--- src/hw/rtl/arpc_pkg.sv ---
package arpc_pkg;

	localparam logic [15:0] HW_ETHERNET = 16'h0001;
	localparam logic [15:0] PROTO_IPV4  = 16'h0800;
	localparam logic [15:0] OP_REQUEST  = 16'h0001;

	localparam int CFG_IDX_W = 2;
	localparam int CFG_DATA_W = 48;
	localparam logic [CFG_IDX_W-1:0] CFG_OWN_IP  = 2'd0;
	localparam logic [CFG_IDX_W-1:0] CFG_OWN_MAC = 2'd1;

	typedef enum logic [2:0] {
		ST_BAD_HW    = 3'd0,
		ST_BAD_PROTO = 3'd1,
		ST_NOT_US    = 3'd2,
		ST_UNSUP_OP  = 3'd3,
		ST_REPLY     = 3'd4,
		ST_HIT       = 3'd5,
		ST_MISS      = 3'd6
	} status_t;

	typedef enum logic {
		MODE_PACKET = 1'b0,
		MODE_LOOKUP = 1'b1
	} mode_t;

	typedef struct packed {
		mode_t       mode;
		logic [15:0] hw_type;
		logic [15:0] proto_type;
		logic [15:0] opcode;
		logic [47:0] sender_mac;
		logic [31:0] sender_ip;
		logic [31:0] target_ip;
		logic [31:0] lookup_ip;
	} in_t;

	typedef struct packed {
		status_t     status;
		logic [47:0] reply_mac;
		logic [31:0] reply_ip;
		logic [47:0] found_mac;
	} out_t;

	typedef struct packed {
		logic [31:0] ip;
		logic [47:0] mac;
	} entry_t;

endpackage

--- src/hw/rtl/arpc_ram.sv ---
module arpc_ram #(
	parameter int WIDTH = 80,
	parameter int DEPTH = 8
) (
	input  logic                     clk,
	input  logic                     we,
	input  logic [$clog2(DEPTH)-1:0] waddr,
	input  logic [WIDTH-1:0]         wdata,
	input  logic                     re,
	input  logic [$clog2(DEPTH)-1:0] raddr,
	output logic [WIDTH-1:0]         rdata
);

	logic [WIDTH-1:0] mem_q [DEPTH];

	always_ff @(posedge clk) begin
		if (we) begin
			mem_q[waddr] <= wdata;
		end
		if (re) begin
			rdata <= mem_q[raddr];
		end
	end

endmodule

--- src/hw/rtl/arp_responder_with_cache_top.sv ---
// flow: a malformed packet skips the cache scan and goes straight to the finish
// state; any other transaction scans the cache memory, one entry read per cycle
// through its single read port, and stops at the first hit
// throughput: one transaction at a time, busy stays high until the result strobe
// reset: asynchronous, clears all valid bits, the insert pointer and own_ip at once
// results are shown for one cycle on done; the receiver cannot stall
module arp_responder_with_cache_top
	import arpc_pkg::*;
#(
	parameter int CACHE_ENTRIES = 8
) (
	input  logic                  clk,
	input  logic                  arst_n,
	input  logic                  start,
	output logic                  busy,
	input  in_t                   item,
	output logic                  done,
	output out_t                  result,
	input  logic                  cfg_we,
	input  logic [CFG_IDX_W-1:0]  cfg_idx,
	input  logic [CFG_DATA_W-1:0] cfg_wdata
);

	localparam int IDX_W = $clog2(CACHE_ENTRIES);
	localparam int CNT_W = $clog2(CACHE_ENTRIES + 1);
	localparam logic [IDX_W-1:0] LAST_IDX = IDX_W'(CACHE_ENTRIES - 1);
	localparam logic [CNT_W-1:0] CNT_END  = CNT_W'(CACHE_ENTRIES);

	typedef enum logic [1:0] {
		S_IDLE,
		S_SEARCH,
		S_FINISH
	} state_t;

	state_t               state_q;
	in_t                  req_q;
	logic [31:0]          own_ip_q;
	logic [CACHE_ENTRIES-1:0] valid_q;
	logic [IDX_W-1:0]     ptr_q;
	logic [CNT_W-1:0]     cnt_q;
	logic                 pend_s1;
	logic [IDX_W-1:0]     addr_s1;
	logic                 hit_q;
	logic [IDX_W-1:0]     hit_idx_q;
	logic [47:0]          hit_mac_q;

	logic                 ram_we;
	logic [IDX_W-1:0]     ram_waddr;
	entry_t               ram_wdata;
	logic                 ram_re;
	entry_t               ram_rdata;

	logic [31:0]          key;
	logic                 pkt_ok;
	logic                 for_us;
	logic                 match;
	logic                 insert;
	out_t                 fin_res;

	assign busy   = (state_q != S_IDLE);
	assign key    = (req_q.mode == MODE_LOOKUP) ? req_q.lookup_ip : req_q.sender_ip;
	assign pkt_ok = (req_q.mode == MODE_PACKET) && (req_q.hw_type == HW_ETHERNET) &&
			(req_q.proto_type == PROTO_IPV4);
	assign for_us = (req_q.target_ip == own_ip_q);
	assign match  = pend_s1 && valid_q[addr_s1] && (ram_rdata.ip == key);
	assign ram_re = (state_q == S_SEARCH) && (cnt_q < CNT_END);
	assign insert = (state_q == S_FINISH) && pkt_ok && !hit_q && for_us;

	always_comb begin
		ram_we        = (state_q == S_FINISH) && pkt_ok && (hit_q || for_us);
		ram_waddr     = hit_q ? hit_idx_q : ptr_q;
		ram_wdata.ip  = req_q.sender_ip;
		ram_wdata.mac = req_q.sender_mac;
	end

	always_comb begin
		fin_res = '0;
		if (req_q.mode == MODE_LOOKUP) begin
			fin_res.status = hit_q ? ST_HIT : ST_MISS;
			if (hit_q) begin
				fin_res.found_mac = hit_mac_q;
			end
		end else if (req_q.hw_type != HW_ETHERNET) begin
			fin_res.status = ST_BAD_HW;
		end else if (req_q.proto_type != PROTO_IPV4) begin
			fin_res.status = ST_BAD_PROTO;
		end else if (!for_us) begin
			fin_res.status = ST_NOT_US;
		end else if (req_q.opcode == OP_REQUEST) begin
			fin_res.status    = ST_REPLY;
			fin_res.reply_mac = req_q.sender_mac;
			fin_res.reply_ip  = req_q.sender_ip;
		end else begin
			fin_res.status = ST_UNSUP_OP;
		end
	end

	arpc_ram #(
		.WIDTH($bits(entry_t)),
		.DEPTH(CACHE_ENTRIES)
	) u_ram (
		.clk  (clk),
		.we   (ram_we),
		.waddr(ram_waddr),
		.wdata(ram_wdata),
		.re   (ram_re),
		.raddr(cnt_q[IDX_W-1:0]),
		.rdata(ram_rdata)
	);

	always_ff @(posedge clk or negedge arst_n) begin
		if (!arst_n) begin
			own_ip_q <= '0;
		end else if (cfg_we && (cfg_idx == CFG_OWN_IP)) begin
			own_ip_q <= cfg_wdata[31:0];
		end
	end

	always_ff @(posedge clk or negedge arst_n) begin
		if (!arst_n) begin
			state_q <= S_IDLE;
			valid_q <= '0;
			ptr_q   <= '0;
			cnt_q   <= '0;
			pend_s1 <= 1'b0;
			hit_q   <= 1'b0;
			done    <= 1'b0;
		end else begin
			done <= (state_q == S_FINISH);
			unique case (state_q)
				S_IDLE: begin
					if (start) begin
						req_q   <= item;
						cnt_q   <= '0;
						pend_s1 <= 1'b0;
						hit_q   <= 1'b0;
						if ((item.mode == MODE_PACKET) &&
							((item.hw_type != HW_ETHERNET) ||
							(item.proto_type != PROTO_IPV4))) begin
							state_q <= S_FINISH;
						end else begin
							state_q <= S_SEARCH;
						end
					end
				end
				S_SEARCH: begin
					if (ram_re) begin
						addr_s1 <= cnt_q[IDX_W-1:0];
						cnt_q   <= cnt_q + 1'b1;
					end
					if (match) begin
						hit_q     <= 1'b1;
						hit_idx_q <= addr_s1;
						hit_mac_q <= ram_rdata.mac;
						pend_s1   <= 1'b0;
						state_q   <= S_FINISH;
					end else if (pend_s1 && (addr_s1 == LAST_IDX)) begin
						pend_s1 <= 1'b0;
						state_q <= S_FINISH;
					end else begin
						pend_s1 <= ram_re;
					end
				end
				S_FINISH: begin
					result <= fin_res;
					if (insert) begin
						valid_q[ptr_q] <= 1'b1;
						ptr_q <= (ptr_q == LAST_IDX) ? '0 : ptr_q + 1'b1;
					end
					state_q <= S_IDLE;
				end
				default: begin
					state_q <= S_IDLE;
				end
			endcase
		end
	end

	a_accept_busy: assert property (@(posedge clk) disable iff (!arst_n)
		start && !busy |=> busy)
		else $error("accepted transaction did not raise busy");

	a_single_result: assert property (@(posedge clk) disable iff (!arst_n)
		done |=> !done)
		else $error("back to back result strobes");

	a_insert_advances: assert property (@(posedge clk) disable iff (!arst_n)
		insert |=> (ptr_q != $past(ptr_q)) && valid_q[$past(ptr_q)])
		else $error("insert did not mark entry valid and advance pointer");

	a_write_needs_packet: assert property (@(posedge clk) disable iff (!arst_n)
		ram_we |-> (req_q.mode == MODE_PACKET) && (state_q == S_FINISH))
		else $error("cache written outside a packet transaction");

	a_lookup_no_reply: assert property (@(posedge clk) disable iff (!arst_n)
		done && (result.status == ST_HIT || result.status == ST_MISS) |->
		(result.reply_mac == '0) && (result.reply_ip == '0))
		else $error("lookup result carries reply addressing");

endmodule
--- config.mk ---
export PLATFORM = sky130hd
export DESIGN_NAME = arp_responder_with_cache_top
export DESIGN_NICKNAME = d
export VERILOG_FILES = /design/src/hw/rtl/arpc_pkg.sv /design/src/hw/rtl/arpc_ram.sv /design/src/hw/rtl/arp_responder_with_cache_top.sv
export SDC_FILE = /design/constraint.sdc
export NUM_CORES = 1
export LEC_CHECK = 0
export BUFFER_PORTS_ARGS = -buffer_cell sky130_fd_sc_hd__buf_4
export CORE_MARGIN = 2
export CORE_UTILIZATION = 45
export DETAILED_ROUTE_END_ITERATION = 7
export HOLD_SLACK_MARGIN = 0.12
export PLACE_DENSITY = 0.64
export SETUP_SLACK_MARGIN = 0.5
export SLEW_MARGIN = 10
export SYNTH_ARGS = -nofsm -noshare
export SYNTH_HDL_FRONTEND = slang
export SYNTH_HIERARCHICAL = 1
export SYNTH_SLANG_ARGS = --single-unit
--- constraint.sdc ---
create_clock -name clk -period 7.2 [get_ports clk]
set_input_delay 1.44 -clock clk [delete_from_list [all_inputs] [get_ports clk]]
set_output_delay 1.44 -clock clk [all_outputs]
set_load 0.01 [all_outputs]
==> run_results.csv, run 1 <==
group,metric,value,unit
floorplanning,start_util,45.3,%
route,routed_via_density,5.31,
placed_design,place_congestion,0.760,
synthesis,ys_ff_latch,1150,
worst_setup_path,startpoint_type,"flop",
route,routed_wl,89.8,mm
worst_setup_path,reg2regPathDepth,7,
sta,max_freq,230,MHz
floorplanning,num_io_pins,380,
synthesis,synth_ff_type,"edfxtp_1",
floorplanning,rows,112,
synthesis,synth_common_cells,"edfxtp_1 (1098), mux4_2 (161), mux2_2 (118)",
floorplanning,die_width,310,um
route,vias,19350,
route,drt_iter0_markers,1766,
clock_tree,numCtsBuffers,117,
synthesis,syn-cell-area,0.0422,mm^2
floorplanning,die_y,310,um
route,ant_nets,0,
clock_tree,htree_levels,3,
synthesis,yosysTopAreaCell,"edfxtp_1",
finish,synthToLayoutAreaGrowth,19.0,%
finish,nets,2543,
pwr,power_density,334,mW/mm^2
synthesis,ys_types,48,
clock_tree,cts_hold_buffers,0,
sta,setup-tns-final,0,ns
placed_design,placed_cells,3428,
floorplanning,die_area,0.0962,mm^2
synthesis,synthMostInstantiatedCell,"edfxtp_1",
synthesis,avgSynthCellArea,22.7,um^2
synthesis,synth_top_area_share,78.2,%
route,drtPass1Iterations,5,
worst_setup_path,critPathCaptureType,"flop",
global_route,grt_pass1_vias,20769,
clock_tree,clockRootBuffer,"clkbuf_16",
clock_tree,cts.sinks,1150,
synthesis,ys_seq_area_share,81.3,%
pwr,p_leak,16.9,nW
worst_setup_path,worst_path_max_delay_cell,"and3_4",
sta,rsz0062_at_grt,"no",
clock_tree,clkTransAtPathRegs,0.06,ns
global_route,track_usage,18.6,%
sta,report.final.hold_viol_count,0,
worst_hold_path,min_path_type,"reg -> reg",
sta,period_minus_slack,4.34,ns
worst_setup_path,worstPathCellList,"buf_4 -> mux2i_1 -> xnor2_1 -> nor4_1 -> nand4_1 -> nor3_1 -> and3_4",
sta,finalSetupViolCount,0,
synthesis,synthTopCellsByArea,"edfxtp_1 (78%), mux4_2 (8.6%), mux2_2 (3.2%)",
global_route,grt_pass1_wl,131,mm
placed_design,dp_hpwl,49.4,mm
run,maxCapViolCount,0,
worst_setup_path,critical_path_required,7.51,ns
outcome,status,"finished clean",
clock_tree,cts_setup_buffers,0,
floorplanning,core-area,0.0930,mm^2
worst_setup_path,cpPeakStageDelay,0.89,ns
global_route,grt_start_max_net_pins,82,
finish,final_cell_count_no_fill,3644,
clock_tree,cts_resized,0,
route,wl_per_cell,24.6,um
sta,finalClockSkew,0.0344,ns
synthesis,synth-edff-count,1098,
sta,slew_headroom,25.9,%
global_route,overflow,0,
synthesis,syn_nets,2105,
sta,worstMarginPinSlew,1.11,ns
worst_setup_path,crit_arrival,4.65,ns
finish,drive_gt1_share,36.1,%
sta,final.period_utilization,60.3,%
global_route,antenna_found_initial,4,
pwr,ir_worst_vdd,0.000251,V
route,drc,0,
synthesis,synthCells,1855,
sta,maxSlewViolCount,0,
worst_hold_path,min_path_cells,0,
clock_tree,clock_path_buffers,3,
placed_design,portBuffers,363,
synthesis,synthArstFlopShare,4.52,%
synthesis,yosysWarningCount,6,
worst_setup_path,critical_path_class,"reg -> reg",
clock_tree,clock_latency,0.70,ns
worst_setup_path,worst-path-max-fanout,57,
clock_tree,cts_tree,"done",
[flip-flops by register name, indices dropped and copies added, names as in the netlist]
signal       flops
addr_s1          3
cnt_q            4
done             1
hit_idx_q        3
hit_mac_q       48
hit_q            1
own_ip_q        32
pend_s1          1
ptr_q            3
ram_wdata       80
req_q          113
result         131
state_q          2
u_ram/mem_q    640
u_ram/rdata     80
valid_q          8
[report_power, final]
part	switching [mW]	internal, mW
registers	0.422	8.06
logic	1.10	1.28
clock network	2.49	3.38
[layout make-up]
class                           count  area [um^2]
Sequential cell                  1150        34300
Tap cell                         1254         1570
Fill cell                        7173        42900
Inverter                            4         15.0
Clock buffer                      143         3100
Multi-Input combinational cell    628         7550
Antenna cell                        1         2.50
Clock inverter                     72          644
Timing Repair Buffer              392         3010
[cell families (layout without fill, tap and decap cells)]
group                      Yosys count  in the layout  share of synthesized area, %
DFF                               1150           1150                          81.3
muxes                              313            313                          12.6
xor gates and xnor gates            64             64                          1.33
and+or+nand+nor                    222            222                          3.20
buffers and inverters               77            611                          1.06
other                                0              1                             0
adders and majority gates            3              3                        0.0890
AOI/OAI and AO/OA                   26             26                         0.513
[cell usage in the layout (no fill, tap or decap), drive strengths merged, types with 16 or more instances in the layout]
master,count
xnor2,27
dfrtp,52
mux2,118
nor4,28
and2,83
xor2,37
mux4,161
edfxtp,1098
and3,51
clkbuf,143
clkinv,55
buf,392
mux2i,34
nor2,16
[worst max-delay path: cells and delay by family (launching register included)]
| kind | cells | cell delay, ns |
|---|---|---|
| buffers and inverters | 1 | 0.76 |
| and+or+nand+nor | 4 | 2.28 |
| DFF | 1 | 0.35 |
| xor gates and xnor gates | 1 | 0.16 |
| muxes | 1 | 0.30 |
[path summary, 6_finish.rpt]
path | endpoint | start | slack [ns]
worst max-delay path | hit_mac_q[11]$_DFFE_PP_ | req_q[192]$_DFFE_PP_ | 2.86
worst min-delay path | hit_mac_q[40]$_DFFE_PP_ | u_ram/rdata[40]$_DFFE_PP_ | 0.41
worst max register to register | hit_mac_q[11]$_DFFE_PP_ | req_q[192]$_DFFE_PP_ | 2.86
worst min register to register | hit_mac_q[40]$_DFFE_PP_ | u_ram/rdata[40]$_DFFE_PP_ | 0.41
max in group asynchronous | cnt_q[2]$_DFFE_PN0P_ | arst_n | 5.81
min in group asynchronous | own_ip_q[26]$_DFFE_PN0P_ | arst_n | 0.81
[through the flow]
stage | util, % | hold slack (ns) | power, mW | area [um^2] | setup slack [ns]
floorplan | - | 0.400 | 10.3 | 42200 | 0.720
global route | 53.9 | 0.407 | 17.4 | 50200 | 2.60
global placement | 49.9 | 0.401 | 11.0 | 46400 | 2.78
detailed placement | 49.9 | 0.405 | 11.1 | 46400 | 2.73
CTS | 53.9 | 0.406 | 17.0 | 50200 | 2.71
finish | 53.9 | 0.411 | 16.7 | 50200 | 2.86
[per-layer routing]
metal	part of all wire (%)	up-vias	global-route usage (%)
li1	-	8468	-
met1	42	10207	25.2
met2	51	539	31.3
met3	5.3	134	3.39
met4	2.1	2	4.88
met5	0.014	-	0
Power figures use the tool's default switching activity.
==> run 2: changes to the inputs <==
- PLACE_DENSITY: 0.64 -> 0.61
- clock period: 7.2 -> 4.17 ns (I/O delays scaled with it)
==> run 2 against run 1 <==
  * Clock power increased by 81%
  * Cell count grew 0.55%
  * Power up 76%
  * First-iteration DRC count shrank 10%
  * Critical path depth up 1
  * Worst hold slack lost 0.078 ns
==> run_results.csv, run 2 (synthesized netlist as in run 1, its figures left out) <==
group,metric,value,unit
route,vias,19333,
pwr,power_frac_comb,14.5,%
sta,finalClockSkew,0.0220,ns
pwr,power_density,580,mW/mm^2
clock_tree,numCtsBuffers,115,
clock_tree,clock_path_buffers,3,
floorplanning,core-area,0.0930,mm^2
global_route,grt_pass1_wl,132,mm
sta,setup-tns-final,0,ns
worst_setup_path,critPathCaptureType,"flop",
clock_tree,clkTransAtPathRegs,0.06,ns
worst_setup_path,path_common_cell,"buf_12",
global_route,grt_start_max_net_pins,92,
placed_design,place_congestion,0.770,
pwr,ir_worst_vdd,0.000601,V
worst_setup_path,critical_path_class,"reg -> reg",
pwr,p_int,22.5,mW
floorplanning,num_io_pins,380,
pwr,swShare,23.4,%
clock_tree,clock_latency,0.67,ns
route,routed_via_density,5.28,
global_route,overflow,0,
worst_setup_path,startpoint_type,"flop",
worst_setup_path,reg2regPathDepth,8,
route,ant_nets,0,
floorplanning,die_area,0.0962,mm^2
floorplanning,die_y,310,um
finish,largest_reg_flops,640,
worst_hold_path,min_path_type,"in -> reg",
placed_design,portBuffers,363,
sta,slew_headroom,31.3,%
finish,synthToLayoutAreaGrowth,20.3,%
outcome,status,"finished clean",
floorplanning,die_width,310,um
clock_tree,htree_levels,3,
global_route,grt_pass1_vias,20529,
clock_tree,cts.sinks,1150,
pwr,clock_power_share,35.9,%
finish,drive_gt1_share,36.9,%
route,wl_per_cell,24.7,um
worst_setup_path,critical_path_required,4.53,ns
sta,report.final.hold_viol_count,0,
global_route,track_usage,18.9,%
run,maxCapViolCount,0,
clock_tree,clockRootBuffer,"clkbuf_16",
worst_setup_path,path_delay_family,"simple AND/OR/NAND/NOR gates",
route,drt_iter0_markers,1588,
floorplanning,rows,112,
finish,nets,2564,
sta,rsz0062_at_grt,"no",
worst_hold_path,min_path_cells,1,
finish,top_regs,"u_ram/mem_q (640), result (131), req_q (113)",
pwr,power.switching,6.88,mW
global_route,antenna_found_initial,5,
finish,mostFrequentLayoutCells,"edfxtp_1 (1098), buf_4 (388), mux4_2 (161)",
route,drtPass1Iterations,5,
sta,period_minus_slack,3.38,ns
sta,max_freq,296,MHz
worst_setup_path,critical_path_depth,8,
route,drc,0,
floorplanning,start_util,45.3,%
pwr,p_leak,17.2,nW
worst_setup_path,cp.buffers_inverters,2,
sta,worstMarginPinSlew,1.03,ns
finish,layout_commonest_cell,"edfxtp_1",
worst_setup_path,cpPeakStageDelay,0.49,ns
worst_setup_path,worst_path_max_delay_cell,"and3_4",
worst_setup_path,crit_arrival,3.74,ns
placed_design,dp_hpwl,51.4,mm
pwr,power,29.4,mW
finish,max_flop_register,"u_ram/mem_q",
finish,fill_cells,7172,
sta,maxSlewViolCount,0,
clock_tree,cts_setup_buffers,0,
worst_setup_path,worstPathCellList,"buf_12 -> mux2i_1 -> xnor2_1 -> nor4_1 -> nand4_1 -> nor3_1 -> and3_4 -> buf_12",
route,routed_wl,90.5,mm
pwr,seqPwrFrac,49.6,%
worst_setup_path,worst-path-max-fanout,33,
sta,finalSetupViolCount,0,
sta,final.period_utilization,81.1,%
clock_tree,cts_tree,"done",
[run 2: worst paths after layout]
check | start | end | slack, ns
max | req_q[192]$_DFFE_PP_ | hit_mac_q[17]$_DFFE_PP_ | 0.79
min | item[4] | req_q[4]$_DFFE_PP_ | 0.33
max reg2reg | req_q[192]$_DFFE_PP_ | hit_mac_q[17]$_DFFE_PP_ | 0.79
min reg2reg | u_ram/rdata[30]$_DFFE_PP_ | hit_mac_q[30]$_DFFE_PP_ | 0.41
max in group asynchronous | arst_n | own_ip_q[5]$_DFFE_PN0P_ | 2.77
min in group asynchronous | arst_n | cnt_q[1]$_DFFE_PN0P_ | 0.63
[run 2: routing by layer]
metal  global-route usage [%]  routed length (um)  vias to the layer above
met5                        0                   0                        -
met4                     4.82                1930                        0
met3                     3.22                4730                      126
met2                     32.0               45900                      500
met1                     25.5               37900                    10178
li1                         -                   -                     8529
[run 2: power by group through the flow]
stage	logic, mW	clock network, mW	registers [mW]
finish	4.25	10.6	14.6
global route	4.61	11.3	14.7
CTS	4.38	10.8	14.6
detailed placement	4.36	0	14.9
global placement	4.32	0	14.8
floorplan	3.28	0	14.5
[run 2: layout make-up]
type                            count  area (um^2)  area share, %
Clock buffer                      145         3070           6.06
Sequential cell                  1150        34300           67.6
Multi-Input combinational cell    628         7550           14.9
Inverter                            4         15.0         0.0296
Timing Repair Buffer              415         3440           6.78
Antenna cell                        1         2.50        0.00493
Tap cell                         1254         1570           3.09
Clock inverter                     67          808           1.59
[run 2: what timing repair did]
action	in CTS	in global routing
resized for setup	0	0
endpoints found under the hold margin	19	0
hold buffers	1	0
endpoints found under the setup margin	0	0
[run 2: stage by stage]
step           setup WS [ns]  instance area, um^2  std cells  hold WS (ns)  util, %
2_1_floorplan          -1.22                42200       1855         0.400        -
3_3_place_gp           0.724                46900       3450         0.402     50.4
3_5_place_dp           0.671                46900       3450         0.405     50.4
4_1_cts                0.665                50700       3663         0.280     54.5
5_1_grt                0.579                50800       3664         0.279     54.5
6_report               0.790                50800       3664         0.333     54.5
==> run 3: changes to the inputs <==
- PLACE_DENSITY: 0.61 -> 0.64
- clock period: 4.17 -> 3.1 ns (I/O delays scaled with it)
==> run 3 against run 2 <==
  * Register-to-register slack got worse by 0.78 ns
  * First-iteration DRC count increased by 29%
  * Sequential share of layout area decreased by 6.7 points
  * Clock skew increased by 0.0035 ns
  * Clock power increased by 33%
  * Flip-flop and latch count unchanged
  * Critical path depth increased by 3
  * Critical path type unchanged
  * Largest power group unchanged
==> run_results.csv, run 3 (synthesized netlist as in run 1, its figures left out) <==
group,metric,value,unit
finish,layout_commonest_cell,"edfxtp_1",
pwr,p_int,30.4,mW
route,routed_wl,107,mm
route,vias,21696,
pwr,power_density,711,mW/mm^2
clock_tree,clkTransAtPathRegs,0.06,ns
sta,max_freq,324,MHz
clock_tree,clock_path_buffers,3,
worst_setup_path,rr_startpoint,"req_q[192]$_DFFE_PP_",
finish,final_cell_count_no_fill,4049,
pwr,clock_power_share,35.2,%
finish,mostFrequentLayoutCells,"edfxtp_1 (1098), buf_4 (402), dlygate4sd3_1 (192)",
worst_setup_path,path_common_cell,"buf_12",
route,drc,0,
worst_setup_path,critical_path_class,"reg -> reg",
sta,report.final.hold_viol_count,0,
clock_tree,cts.sinks,1150,
worst_setup_path,worst_path_max_delay_cell,"or3_4",
worst_setup_path,critical_path_required,3.50,ns
floorplanning,core-area,0.0930,mm^2
floorplanning,start_util,45.3,%
route,drt_iter0_markers,2049,
pwr,swShare,24.1,%
global_route,antenna_found_initial,9,
sta,period_minus_slack,3.09,ns
floorplanning,die_area,0.0962,mm^2
sta,finalSetupViolCount,0,
sta,rsz0062_at_grt,"yes",
placed_design,place_congestion,0.779,
clock_tree,clock_latency,0.69,ns
global_route,track_usage,19.6,%
pwr,power.switching,9.64,mW
sta,holdWs,0.175,ns
finish,largest_reg_flops,640,
clock_tree,cts_tree,"done",
worst_setup_path,worstPathCellList,"buf_6 -> buf_12 -> mux2i_1 -> xor2_1 -> nand4_1 -> or3_4 -> nor3_2 -> buf_4 -> and3_4 -> buf_12 -> clkbuf_16",
floorplanning,rows,112,
placed_design,portBuffers,363,
finish,max_flop_register,"u_ram/mem_q",
clock_tree,htree_levels,3,
pwr,p_leak,19.5,nW
pwr,power_frac_comb,15.7,%
outcome,status,"finished clean",
finish,nets,2937,
pwr,seqPwrFrac,49.1,%
sta,maxSlewViolCount,0,
worst_setup_path,startpoint_type,"flop",
sta,worstMarginPinSlew,0.845,ns
sta,final.period_utilization,99.6,%
sta,finalClockSkew,0.0255,ns
sta,fin_ws,0.0139,ns
sta,slew_headroom,43.7,%
route,wl_per_cell,26.4,um
route,ant_nets,0,
worst_setup_path,critPathCaptureType,"flop",
finish,synthToLayoutAreaGrowth,33.5,%
worst_hold_path,min_path_type,"in -> reg",
finish,top_regs,"u_ram/mem_q (640), result (131), req_q (113)",
global_route,overflow,0,
floorplanning,die_y,310,um
finish,drive_gt1_share,39.1,%
route,routed_via_density,5.36,
worst_setup_path,worstSetupStartpoint,"req_q[192]$_DFFE_PP_",
clock_tree,clockRootBuffer,"clkbuf_16",
run,maxCapViolCount,0,
worst_setup_path,crit_arrival,3.48,ns
worst_setup_path,worst-path-max-fanout,8,
global_route,grt_start_max_net_pins,53,
clock_tree,numCtsBuffers,116,
global_route,grt_pass1_vias,21786,
pwr,power,40.0,mW
placed_design,dpl_worst_slack,0.000363,ns
floorplanning,num_io_pins,380,
worst_hold_path,min-delay-start,"item[66]",
pwr,ir_worst_vdd,0.000545,V
global_route,grt_pass1_wl,138,mm
route,drtPass1Iterations,6,
worst_setup_path,cpPeakStageDelay,0.45,ns
placed_design,placed_cells,3496,
floorplanning,die_width,310,um
placed_design,dp_hpwl,54.3,mm
[run 3: layer usage]
metal	vias up	wire, um	global-route usage (%)
met5	-	13	0
met4	2	3090	6.95
met3	181	7310	3.50
met2	866	54200	32.9
met1	11342	42300	25.9
li1	9305	-	-
[run 3: layout make-up]
cell class                      instances  area (um^2)
Sequential cell                      1150        34300
Clock buffer                          155         3210
Fill cell                            6487        36800
Multi-Input combinational cell        629         7680
Clock inverter                         64          649
Tap cell                             1254         1570
Timing Repair Buffer                  786         8870
Inverter                                4         15.0
Antenna cell                            7         17.5
[run 3: final timing paths]
path                                       endpoint  slack, ns  cells past startpoint
max                         hit_mac_q[39]$_DFFE_PP_       0.01                     11
min in group asynchronous      cnt_q[2]$_DFFE_PN0P_       0.40                      2
max in group asynchronous  own_ip_q[17]$_DFFE_PN0P_       1.90                      3
min                         ram_wdata[50]$_DFFE_PP_       0.17                      1
max reg2reg                 hit_mac_q[39]$_DFFE_PP_       0.01                     11
min reg2reg                 hit_mac_q[16]$_DFFE_PP_       0.42                      0
[run 3: timing repair]
item,in CTS,in global routing
endpoints found under the hold margin,209,1
resized for setup,31,98
hold buffers,191,1
buffers inserted,18,38
pin swaps,6,17
cloned,10,69
setup endpoints to repair,720,739
[run 3: critical path: cells and delay by family (launching register included)]
family	cells	cell delay [ns]
muxes	1	0.18
and+or+nand+nor	4	1.15
xor gates and xnor gates	1	0.29
buffers and inverters	5	0.75
DFF	1	0.41
[run 3: per-stage QoR]
step	setup TNS [ns]	instance area [um^2]	util, %
after floorplan	-230.33	42300	-
after global placement	-1.51	47600	51.2
after detailed placement	0	47600	51.2
after CTS	0	54000	58.0
after global routing	0	56300	60.5
final	0	56300	60.5
[run 3: power groups by stage]
stage | logic [mW] | clock network (mW) | registers [mW]
2_1_floorplan | 4.42 | 0 | 19.5
3_3_place_gp | 5.95 | 0 | 19.9
3_5_place_dp | 6.05 | 0 | 20.0
4_1_cts | 6.31 | 14.3 | 19.7
5_1_grt | 6.67 | 15.0 | 19.8
6_report | 6.27 | 14.1 | 19.7
